## config.mk

```make
export PLATFORM = sky130hd
export DESIGN_NAME = accel_offset_calibrator_core
export DESIGN_NICKNAME = d
export VERILOG_FILES = /design/src/hdl/acal_pkg.sv /design/src/hdl/acal_cfg_regs.sv /design/src/hdl/acal_in_stage.sv /design/src/hdl/acal_datapath.sv /design/src/hdl/acal_out_stage.sv /design/src/hdl/accel_offset_calibrator_core.sv
export SDC_FILE = /design/constraint.sdc
export NUM_CORES = 2
export LEC_CHECK = 0
export ABC_AREA = 0
export BUFFER_PORTS_ARGS = -buffer_cell sky130_fd_sc_hd__buf_2
export CAP_MARGIN = 30
export CORE_ASPECT_RATIO = 0.75
export CORE_MARGIN = 10
export CORE_UTILIZATION = 50
export DETAILED_ROUTE_END_ITERATION = 12
export PLACE_DENSITY = 0.69
export SYNTH_ARGS = -nofsm -noshare
export SYNTH_HDL_FRONTEND = slang
export SYNTH_HIERARCHICAL = 1
export SYNTH_SLANG_ARGS = --single-unit
export TNS_END_PERCENT = 1
```

## constraint.sdc

```tcl
create_clock -name clk -period 17.45 [get_ports clk]
set_input_delay 2.6175 -clock clk [delete_from_list [all_inputs] [get_ports clk]]
set_output_delay 2.6175 -clock clk [all_outputs]
set_load 0.02 [all_outputs]
```

## src/hdl/acal_pkg.sv

```systemverilog
`default_nettype none

package acal_pkg;

  localparam int RAW_W    = 16;
  localparam int SCALED_W = 12;
  localparam int ACC_W    = 24;
  localparam int ONE_G_W  = 11;
  localparam int CNT_W    = 8;
  localparam int AXES     = 3;

  localparam int CFG_IDX_W  = 3;
  localparam int CFG_DATA_W = 16;

  localparam logic REQ_SAMPLE  = 1'b0;
  localparam logic REQ_RESTART = 1'b1;

  typedef enum logic [CFG_IDX_W-1:0] {
    CFG_CALIB_ON = 3'd0,
    CFG_OFF_X    = 3'd1,
    CFG_OFF_Y    = 3'd2,
    CFG_OFF_Z    = 3'd3,
    CFG_ONE_G    = 3'd4
  } cfg_idx_t;

  typedef struct packed {
    logic              req_type;
    logic [RAW_W-1:0]  raw_x;
    logic [RAW_W-1:0]  raw_y;
    logic [RAW_W-1:0]  raw_z;
  } in_req_t;

  typedef struct packed {
    logic signed [RAW_W-1:0] accel_x;
    logic signed [RAW_W-1:0] accel_y;
    logic signed [RAW_W-1:0] accel_z;
    logic                    is_calibrated;
    logic signed [RAW_W-1:0] offset_x_out;
    logic signed [RAW_W-1:0] offset_y_out;
    logic signed [RAW_W-1:0] offset_z_out;
  } out_rsp_t;

  typedef struct packed {
    logic                 calib_on;
    logic [RAW_W-1:0]     stored_x;
    logic [RAW_W-1:0]     stored_y;
    logic [RAW_W-1:0]     stored_z;
    logic [ONE_G_W-1:0]   one_g;
  } cfg_t;

  // Signed divide by 16, truncating toward zero.
  function automatic logic [SCALED_W-1:0] scale16(input logic [RAW_W-1:0] raw);
    logic [RAW_W-1:0] biased;
    biased = raw + (raw[RAW_W-1] ? RAW_W'(15) : RAW_W'(0));
    return biased[RAW_W-1:4];
  endfunction

endpackage

`default_nettype wire

```

## src/hdl/acal_cfg_regs.sv

```systemverilog
`default_nettype none

module acal_cfg_regs
  import acal_pkg::*;
(
  input  wire logic                  clk,
  input  wire logic                  rst_n,
  input  wire logic                  cfg_we,
  input  wire logic [CFG_IDX_W-1:0]  cfg_index,
  input  wire logic [CFG_DATA_W-1:0] cfg_wdata,
  output cfg_t                       cfg
);

  cfg_t cfg_r;
  cfg_t cfg_nxt;

  always_comb begin
    cfg_nxt = cfg_r;
    if (cfg_we) begin
      unique case (cfg_idx_t'(cfg_index))
        CFG_CALIB_ON: cfg_nxt.calib_on = cfg_wdata[0];
        CFG_OFF_X:    cfg_nxt.stored_x = cfg_wdata;
        CFG_OFF_Y:    cfg_nxt.stored_y = cfg_wdata;
        CFG_OFF_Z:    cfg_nxt.stored_z = cfg_wdata;
        CFG_ONE_G:    cfg_nxt.one_g    = cfg_wdata[ONE_G_W-1:0];
        default:      cfg_nxt = cfg_r;
      endcase
    end
  end

  always_ff @(posedge clk) begin
    if (!rst_n) begin
      cfg_r.calib_on <= 1'b1;
      cfg_r.stored_x <= '0;
      cfg_r.stored_y <= '0;
      cfg_r.stored_z <= '0;
      cfg_r.one_g    <= ONE_G_W'(256);
    end else begin
      cfg_r <= cfg_nxt;
    end
  end

  assign cfg = cfg_r;

endmodule

`default_nettype wire

```

## src/hdl/acal_in_stage.sv

```systemverilog
`default_nettype none

module acal_in_stage
  import acal_pkg::*;
(
  input  wire logic clk,
  input  wire logic rst_n,
  input  wire logic in_valid,
  output logic      in_stall,
  input  in_req_t   in_data,
  input  wire logic room,
  output logic      s1_valid,
  output in_req_t   s1_data
);

  logic    s1_valid_r;
  logic    s1_valid_nxt;
  in_req_t s1_data_r;
  logic    accept;

  // Hold the request while the result register cannot take it.
  assign in_stall = s1_valid_r && !room;
  assign accept   = in_valid && !in_stall;

  always_comb begin
    if (accept) begin
      s1_valid_nxt = 1'b1;
    end else if (room) begin
      s1_valid_nxt = 1'b0;
    end else begin
      s1_valid_nxt = s1_valid_r;
    end
  end

  always_ff @(posedge clk) begin
    if (!rst_n) begin
      s1_valid_r <= 1'b0;
    end else begin
      s1_valid_r <= s1_valid_nxt;
    end
  end

  always_ff @(posedge clk) begin
    if (accept) begin
      s1_data_r <= in_data;
    end
  end

  assign s1_valid = s1_valid_r;
  assign s1_data  = s1_data_r;

endmodule

`default_nettype wire

```

## src/hdl/acal_datapath.sv

```systemverilog
`default_nettype none

module acal_datapath
  import acal_pkg::*;
#(
  parameter int CALIBRATION_SAMPLES = 100
) (
  input  wire logic clk,
  input  wire logic rst_n,
  input  wire logic fire,
  input  in_req_t   req,
  input  cfg_t      cfg,
  output out_rsp_t  rsp
);

  localparam int SUM_MAX  = (CALIBRATION_SAMPLES - 1) * 2048;
  localparam int ABS_W    = $clog2(SUM_MAX + 1);
  localparam int SHIFT    = ABS_W + $clog2(CALIBRATION_SAMPLES);
  localparam int RECIP_W  = SHIFT;
  localparam int PROD_W   = ABS_W + RECIP_W;
  localparam logic [RECIP_W-1:0] RECIP =
    RECIP_W'(((64'd1 << SHIFT) + CALIBRATION_SAMPLES - 1) / CALIBRATION_SAMPLES);
  localparam logic [CNT_W-1:0] NSAMP = CNT_W'(CALIBRATION_SAMPLES);

  logic [CNT_W-1:0]             sl_r;
  logic [CNT_W-1:0]             sl_nxt;
  logic [AXES-1:0][ACC_W-1:0]   sum_r;
  logic [AXES-1:0][ACC_W-1:0]   sum_nxt;
  logic [AXES-1:0][RAW_W-1:0]   raw;
  logic [AXES-1:0][RAW_W-1:0]   stored;
  logic [AXES-1:0][SCALED_W-1:0] scaled;
  logic [AXES-1:0][RAW_W-1:0]   accel;
  logic [AXES-1:0][RAW_W-1:0]   offs;
  logic [AXES-1:0][ACC_W-1:0]   quot;
  logic [AXES-1:0][ABS_W-1:0]   mag;
  logic [AXES-1:0][PROD_W-1:0]  prod;
  logic                         restart;
  logic                         cal_done;

  assign raw     = {req.raw_z, req.raw_y, req.raw_x};
  assign stored  = {cfg.stored_z, cfg.stored_y, cfg.stored_x};
  assign restart = (req.req_type == REQ_RESTART);

  // Sum / N by reciprocal multiply; exact over the whole sum range.
  always_comb begin
    for (int i = 0; i < AXES; i++) begin
      logic [ACC_W-1:0] neg_sum;
      neg_sum = -sum_r[i];
      mag[i]  = sum_r[i][ACC_W-1] ? neg_sum[ABS_W-1:0] : sum_r[i][ABS_W-1:0];
      prod[i] = PROD_W'(mag[i]) * PROD_W'(RECIP);
      quot[i] = ACC_W'(prod[i][PROD_W-1:SHIFT]);
      if (sum_r[i][ACC_W-1]) begin
        quot[i] = -quot[i];
      end
    end
  end

  always_comb begin
    for (int i = 0; i < AXES; i++) begin
      scaled[i] = scale16(raw[i]);
    end
    sl_nxt  = sl_r;
    sum_nxt = sum_r;
    accel   = '0;
    if (restart) begin
      if (cfg.calib_on) begin
        sl_nxt  = NSAMP;
        sum_nxt = '0;
      end else begin
        sl_nxt = '0;
        for (int i = 0; i < AXES; i++) begin
          sum_nxt[i] = {{(ACC_W-RAW_W){stored[i][RAW_W-1]}}, stored[i]};
        end
      end
    end else begin
      for (int i = 0; i < AXES; i++) begin
        accel[i] = {{(RAW_W-SCALED_W){scaled[i][SCALED_W-1]}}, scaled[i]};
      end
      if (sl_r != '0) begin
        if (sl_r == CNT_W'(1)) begin
          // Last sample: average, drop gravity from z, do not accumulate.
          sum_nxt    = quot;
          sum_nxt[2] = quot[2] - ACC_W'(cfg.one_g);
        end else begin
          for (int i = 0; i < AXES; i++) begin
            sum_nxt[i] = sum_r[i] +
              {{(ACC_W-SCALED_W){scaled[i][SCALED_W-1]}}, scaled[i]};
          end
        end
        sl_nxt = sl_r - CNT_W'(1);
      end else begin
        for (int i = 0; i < AXES; i++) begin
          accel[i] = accel[i] - sum_r[i][RAW_W-1:0];
        end
      end
    end
    cal_done = (sl_nxt == '0);
    for (int i = 0; i < AXES; i++) begin
      offs[i] = cal_done ? sum_nxt[i][RAW_W-1:0] : '0;
    end
  end

  always_ff @(posedge clk) begin
    if (!rst_n) begin
      sl_r  <= '0;
      sum_r <= '0;
    end else if (fire) begin
      sl_r  <= sl_nxt;
      sum_r <= sum_nxt;
    end
  end

  assign rsp.accel_x       = accel[0];
  assign rsp.accel_y       = accel[1];
  assign rsp.accel_z       = accel[2];
  assign rsp.is_calibrated = cal_done;
  assign rsp.offset_x_out  = offs[0];
  assign rsp.offset_y_out  = offs[1];
  assign rsp.offset_z_out  = offs[2];

  a_cnt_range: assert property (@(posedge clk) disable iff (!rst_n)
    sl_r <= NSAMP)
    else $error("sample counter above calibration length");

  a_restart_arm: assert property (@(posedge clk) disable iff (!rst_n)
    fire && restart && cfg.calib_on |=> sl_r == NSAMP && sum_r == '0)
    else $error("calibrating restart did not arm counter and clear sums");

  a_offset_hold: assert property (@(posedge clk) disable iff (!rst_n)
    fire && !restart && sl_r == '0 |=> $stable(sum_r) && sl_r == '0)
    else $error("offsets changed on a corrected sample");

  a_last_sample: assert property (@(posedge clk) disable iff (!rst_n)
    fire && !restart && sl_r == CNT_W'(1) |=> sl_r == '0)
    else $error("last calibration sample did not finish calibration");

endmodule

`default_nettype wire

```

## src/hdl/acal_out_stage.sv

```systemverilog
`default_nettype none

module acal_out_stage
  import acal_pkg::*;
(
  input  wire logic clk,
  input  wire logic rst_n,
  input  wire logic load,
  input  out_rsp_t  rsp,
  output logic      room,
  output logic      out_valid,
  input  wire logic out_stall,
  output out_rsp_t  out_data
);

  logic     out_valid_r;
  logic     out_valid_nxt;
  out_rsp_t out_data_r;

  assign room = !out_valid_r || !out_stall;

  always_comb begin
    if (load) begin
      out_valid_nxt = 1'b1;
    end else if (!out_stall) begin
      out_valid_nxt = 1'b0;
    end else begin
      out_valid_nxt = out_valid_r;
    end
  end

  always_ff @(posedge clk) begin
    if (!rst_n) begin
      out_valid_r <= 1'b0;
    end else begin
      out_valid_r <= out_valid_nxt;
    end
  end

  always_ff @(posedge clk) begin
    if (load) begin
      out_data_r <= rsp;
    end
  end

  assign out_valid = out_valid_r;
  assign out_data  = out_data_r;

endmodule

`default_nettype wire

```

## src/hdl/accel_offset_calibrator_core.sv

```systemverilog
`default_nettype none

// Channel   Direction  Handshake              Payload
// in_       request    in_valid / in_stall    in_data   (in_req_t)
// out_      result     out_valid / out_stall  out_data  (out_rsp_t)
// cfg_      write      cfg_we                 cfg_index, cfg_wdata
//
// Throughput is one request per cycle while out_stall is low; a request
// passes the input register, then the result register, before out_valid
// rises for its result.
// The calibration state updates in the single pass between the two
// registers, so a request sees the state left by the one before it.
// Reset (rst_n low, synchronous) empties both registers, sets the
// counter and sums to zero and loads the register defaults.
// A stalled result holds; in_stall rises only when both registers are full.

module accel_offset_calibrator_core
  import acal_pkg::*;
#(
  parameter int CALIBRATION_SAMPLES = 100
) (
  input  wire logic                  clk,
  input  wire logic                  rst_n,
  input  wire logic                  in_valid,
  output logic                       in_stall,
  input  in_req_t                    in_data,
  output logic                       out_valid,
  input  wire logic                  out_stall,
  output out_rsp_t                   out_data,
  input  wire logic                  cfg_we,
  input  wire logic [CFG_IDX_W-1:0]  cfg_index,
  input  wire logic [CFG_DATA_W-1:0] cfg_wdata
);

  cfg_t     cfg;
  in_req_t  s1_data;
  out_rsp_t rsp;
  logic     s1_valid;
  logic     room;
  logic     fire;

  // Advance the held request into the result register when there is room.
  assign fire = s1_valid && room;

  acal_cfg_regs u_cfg (
    .clk       (clk),
    .rst_n     (rst_n),
    .cfg_we    (cfg_we),
    .cfg_index (cfg_index),
    .cfg_wdata (cfg_wdata),
    .cfg       (cfg)
  );

  acal_in_stage u_in (
    .clk      (clk),
    .rst_n    (rst_n),
    .in_valid (in_valid),
    .in_stall (in_stall),
    .in_data  (in_data),
    .room     (room),
    .s1_valid (s1_valid),
    .s1_data  (s1_data)
  );

  acal_datapath #(
    .CALIBRATION_SAMPLES (CALIBRATION_SAMPLES)
  ) u_dp (
    .clk   (clk),
    .rst_n (rst_n),
    .fire  (fire),
    .req   (s1_data),
    .cfg   (cfg),
    .rsp   (rsp)
  );

  acal_out_stage u_out (
    .clk       (clk),
    .rst_n     (rst_n),
    .load      (fire),
    .rsp       (rsp),
    .room      (room),
    .out_valid (out_valid),
    .out_stall (out_stall),
    .out_data  (out_data)
  );

endmodule

`default_nettype wire
```

## After elaboration in Yosys (flattened, before gate mapping)

Index checks and enable logic that the tools add are counted.

| storage, ports and cells | value |
|---|---|
| flip-flop bits (word level) | 288 |
| output and inout bits | 99 |
| input bits | 73 |

| cells by class | value |
|---|---|
| $add $sub $neg | 17 |
| multiplexer cells | 21 |
| multipliers | 3 |
| equality and inequality tests | 6 |
| reductions and logical operators | 19 |

Operators by type and width:

| operator | count |
|---|---|
| $mux 72 | 4 |
| $mul 18x19->37 const B | 3 |
| $add 24x24->24 | 3 |
| $mux 24 | 3 |
| $neg 12->24 | 3 |
| $mux 18 | 3 |
| $neg 18->18 | 3 |
| $add 16x16->16 | 3 |
| $mux 48 | 1 |
| $sub 16x16->16 | 3 |
| $sub 24x11->24 | 1 |
| $mux 8 | 2 |
| $mux 4 | 3 |
| $reduce_and 2->1 | 6 |
| $eq 8x1->1 const B | 1 |
| $logic_not 8->1 | 1 |
| $reduce_bool 8->1 | 1 |
| $sub 8x1->8 const B | 1 |
| $mux 7 | 1 |
| $eq 3x2->1 const B | 2 |
| $logic_not 1->1 | 4 |
| $mux 1 | 4 |
| $reduce_bool 2->1 | 2 |
| $eq 3x1->1 const B | 1 |
| other kinds (5) | 7 |

## Logic depth before layout (Yosys ltp)

| depth | value |
|---|---|
| depth after elaboration | 9 |
| gate-level depth with buffers | 43 |

## Cells and area by module

The synthesis kept the hierarchy.

By module, submodules not included:

| module | cells an instance | area each (um^2) | times used |
|---|---|---|---|
| acal_datapath | 3819 | 31187.4 | 1 |
| acal_out_stage | 101 | 2947.8 | 1 |
| acal_cfg_regs | 219 | 2250.9 | 1 |
| acal_in_stage | 53 | 1519.0 | 1 |
| accel_offset_calibrator_core | 1 | 6.3 | 1 |

## Least setup slack after synthesis

Ideal clock, no wire load.

| timing path | value |
|---|---|
| path type | reg-to-reg |
| start point | register u_dp/sum_r[48] (netlist name) |
| end point | register u_out.out_data_r (netlist bit u_out/out_data[13]), data pin |
| data required time | 17184 ps |
| data arrival time | 9026 ps |
| period minus slack after synthesis | 9292 ps |
| path slack | 8158 ps |
| cell stages (with the launch flop) | 41 |
| library setup time | 266 ps |
| cells stage by stage | dfxtp_1 -> inv_1 -> ha_1 -> nand4_1 -> or4_1 -> nand2b_1 -> o21ai_0 -> xor2_1 -> inv_1 -> xnor2_1 -> ha_1 -> or2_2 -> fa_1 -> fa_1 -> fa_1 -> fa_1 -> fa_1 -> ha_1 -> [... 5 more ...] -> nand2_1 -> ha_1 -> nand2_1 -> o21ai_0 -> ha_1 -> nor2b_1 -> o21ai_0 -> a21boi_0 -> o21ai_0 -> a21oi_1 -> a41o_1 -> nor4_1 -> nor3_1 -> nor2_1 -> a31oi_1 -> a31oi_1 -> a222oi_1 -> nor2_1 |

| on the way | value |
|---|---|
| word-level cells in the longest chain between the ends | 9 |
| elaborated cells between the ends (all ways) | 10 |

RTL lines:

| what | line | RTL |
|---|---|---|
| start, declared | acal_datapath.sv:27 | `logic [AXES-1:0][ACC_W-1:0] sum_r;` |
| start signal, assigned | acal_datapath.sv:109 | `sum_r <= sum_nxt;` |
| $neg 18->18 | acal_datapath.sv:48 | `neg_sum = -sum_r[i];` |
| $mux 18 | acal_datapath.sv:49 | `mag[i] = sum_r[i][ACC_W-1] ? neg_sum[ABS_W-1:0] : sum_r[i][ABS_W-1:0];` |
| $mul 18x19->37 | acal_datapath.sv:50 | `prod[i] = PROD_W'(mag[i]) * PROD_W'(RECIP);` |
| $neg 12->24 | acal_datapath.sv:53 | `quot[i] = -quot[i];` |
| $mux 24 | acal_datapath.sv:52 | `if (sum_r[i][ACC_W-1]) begin` |
| $sub 24x11->24 | acal_datapath.sv:83 | `sum_nxt[2] = quot[2] - ACC_W'(cfg.one_g);` |
| $mux 72 * | acal_datapath.sv:80 | `if (sl_r == CNT_W'(1)) begin` |
| $mux 72 * | acal_datapath.sv:79 | `if (sl_r != '0) begin` |
| $mux 72 * | acal_datapath.sv:65 | `if (restart) begin` |
| end signal, assigned | acal_out_stage.sv:42 | `out_data_r <= rsp;` |
| end, declared | acal_out_stage.sv:18 | `out_rsp_t out_data_r;` |

Mark *: on every way between the ends. The rest lies on a longest branch, timed or not. The select of a mux whose other input is x is not followed.
A chain may end at the register's enable or synchronous reset.

## Worst setup path in the final report

Same ends and word-level chain as after synthesis.

==> impl_metrics.csv <==
group,metric,value,unit
detailed_routing,antenna_left,0,
synth,synth_top_family_by_area,"adder cells",
floorplan,core.rowCount,87,
finish,design_area,0.0413,mm^2
clock_tree,cts.clk_slew.worst_paths,0.06,ns
worst_setup_path,cp_num_buf_inv,5,
worst_hold_path,min_from,"u_cfg/cfg[57]",
synth,synth_edf_count,146,
detailed_routing,drt-total-wl,109,mm
clock_tree,cts_tree,"yes",
placement,gp_congestion,0.956,
clock_tree,post_cts_resized,0,
synth,synth_seq_area_share,19.1,%
synth,synth_flop_cell,"edfxtp_1",
synth,synth_area_per_cell,9.04,um^2
synth,synth_compound_gate_area_share,14.5,%
detailed_routing,drt_iter0_drc,2929,
floorplan,pin_count,172,
synth,synth_fa_ha_area_share,38.8,%
placement,hpwlAfterDp,87.9,mm
sta,rsz0062_at_grt,"no",
clock_tree,postCtsSetupBuffers,0,
sta,fin_setup_tns,0,ns
sta,clock_skew,0.0269,ns
finish,utilization,55.0,%
worst_setup_path,ff2ff_setup_slack,6.39,ns
clock_tree,clock_latency,0.57,ns
worst_setup_path,arrival,11.36,ns
synth,synth_nets,5223,
clock_tree,holdBufCountCts,0,
sta,setup_viol,0,
synth,synth-simple-area-share,11.2,%
clock_tree,clock_path_buffers,3,
synth,yosysTopAreaCell,"ha_1",
sta,tightest_slew,0.979,ns
synth,synth.top_cell.area_share,19.6,%
detailed_routing,wire_per_inst,20.4,um
sta,relSlewSlack,34.3,%
worst_setup_path,reg2reg_depth,41,
clock_tree,cts_max_level,2,
synth,yosys-top-cells-area,"ha_1, fa_1, edfxtp_1",
finish,nets,5367,
detailed_routing,drc,0,
synth,synth_warnings,6,
finish,fill_cells,6808,
finish,drive_above_1_share,8.59,%
clock_tree,cts_buffers,37,
worst_setup_path,cp_max_fo,12,
worst_setup_path,worstReg2RegStart,"u_dp/sum_r[48]",
grt,grt.total_usage,24.8,%
worst_setup_path,timing.rr.end,"u_out/out_data[13]",
flow_run,max-cap-violations,0,
clock_tree,cts.sinks,288,
synth,syn-cell-area,0.0379,mm^2
clock_tree,cts-root-buf,"clkbuf_16",
outcome,status,"finished, final reports clean",
power,powerDensity,151,mW/mm^2
worst_setup_path,required,17.75,ns
worst_setup_path,cp.depth,41,
sta,slew_violations,0,
detailed_routing,via_per_inst,5.67,
worst_setup_path,crit_path_max_incr_delay,0.69,ns
floorplan,design.die.area,0.0874,mm^2
grt,grt_pass1_wl,171,mm
sta,fmax,0.0904,GHz
synth,netlist_instances,4193,
floorplan,die_y,258,um
floorplan,die_w,338,um
grt,grt-ovfl-total,0,
worst_setup_path,cp_slowest_cell,"xnor2_1",
synth,synth.ff_latch_count,288,
finish,syn_to_final_growth,8.94,%
synth,synth_xor_area_share,5.69,%
worst_hold_path,hp-class,"register to register",
sta,final-hold-violation-count,0,
detailed_routing,num_vias,30300,
worst_hold_path,holdPathStages,2,
sta,period_needed,11.06,ns
floorplan,coreArea,0.0751,mm^2
grt,grt_pass1_vias,29600,
floorplan,initial_core_util,50.5,%
worst_hold_path,min_to,"u_cfg/cfg[57]",
power,p_leak,20.0,nW
sta,fin_crit_sh,63.4,%
placement,placed_area,0.0400,mm^2
grt,grt_max_degree,76,
synth,synth_cell_type_count,102,
worst_setup_path,start_kind,"register",
worst_setup_path,end_kind,"register",
worst_setup_path,worst-setup-path-type,"register to register",
worst_setup_path,critPathTopFamily,"adder cells",
grt,grt_antenna_before_repair,2,
synth,async_flop_share,0,%
detailed_routing,drt-pass1-iter-count,6,
placement,io_buffers,171,
synth,synthMuxAreaShare,1.91,%
power,vdd_drop_max,170,uV
-- flip-flops by register name (all words and copies together), names as in the netlist --
name             cells
u_dp/sum_r          72
u_cfg/cfg           60
u_dp/sl_r            8
u_out/out_data      97
u_out/out_valid      1
u_in/s1_valid        1
u_in/s1_data        49
-- metal layers --
layer	GRT usage [%]	wire length, um
met1	37.7	51800
met2	34.7	43700
met3	5.86	10400
met4	6.34	3010
met5	0	29
-- cells in the mapped netlist, drive strengths merged, types with 71 or more instances --
master,number
a21oi,259
clkbuf,105
dfxtp,142
edfxtp,146
fa,364
ha,593
inv,741
nand2,302
nor2,282
nor3,71
o21ai,179
xnor2,176
-- worst max-delay path by stage --
stage / from / end / slack, ns
2_1_floorplan: u_dp/sum_r[48] / u_out/out_data[13] / 8.16
3_3_place_gp: u_dp/sum_r[48] / u_out/out_data[15] / 6.84
3_5_place_dp: u_dp/sum_r[48] / u_out/out_data[15] / 6.71
4_1_cts: u_dp/sum_r[48] / u_out/out_data[15] / 6.61
5_1_grt: u_dp/sum_r[48] / u_out/out_data[13] / 5.53
6_report: u_dp/sum_r[48] / u_out/out_data[13] / 6.39
-- report_power, final --
group          internal (mW)  switching, mW  total, mW
registers              0.758         0.0363      0.795
clock network          0.481          0.324      0.805
logic                   1.83           2.79       4.63
-- placed cells by master (no fill, tap or decap), drive strengths merged, types with 29 or more instances in the layout --
master  instances
a211oi         58
nor2          282
a21oi         259
o211ai         36
buf           237
fa            364
dfxtp         142
ha            593
a21o           36
o21ai         179
xor2           67
nand3          47
edfxtp        146
inv           746
xnor2         176
nand2         302
clkbuf         51
a31oi          33
o31ai          29
nand2b         31
mux2i          69
nor3           71
nor2b          30
-- final cells by class --
cell class                      instances  area [um^2]  share of cell area [%]
Timing Repair Buffer                  237         1380                    3.35
Tap cell                              979         1220                    2.97
Inverter                              745         2800                    6.77
Clock inverter                         17          211                   0.512
Antenna cell                            2         5.00                  0.0121
Sequential cell                       288         7230                    17.5
Multi-Input combinational cell       3028        27400                    66.3
Clock buffer                           51         1070                    2.59
-- tightest hold or removal path: stages (launching register included) --
cell and delay (ns):
dfxtp_1 0.31, nand2_1 0.05, mux2i_1 0.05
-- cell families (layout without fill, tap and decap cells) --
kind of cell	Yosys count	after routing
AO/OA/AOI/OAI	840	840
XOR/XNOR	243	243
adder cells (fa/ha/maj)	957	957
buffers and inverters	877	1050
flip-flops	288	288
multiplexers	72	72
other	0	2
AND/OR/NAND/NOR	916	916
-- through the flow --
step | instances | hold slack (ns) | setup WS, ns | power (mW)
after CTS | 5345 | 0.459 | 6.61 | 6.20
after global routing | 5345 | 0.479 | 5.53 | 6.92
after detailed placement | 5277 | 0.447 | 6.71 | 5.34
after floorplan | 4193 | 0.434 | 8.16 | 4.23
final | 5347 | 0.459 | 6.39 | 6.23
after global placement | 5271 | 0.444 | 6.84 | 5.28
(Power assumes the default switching activity.)
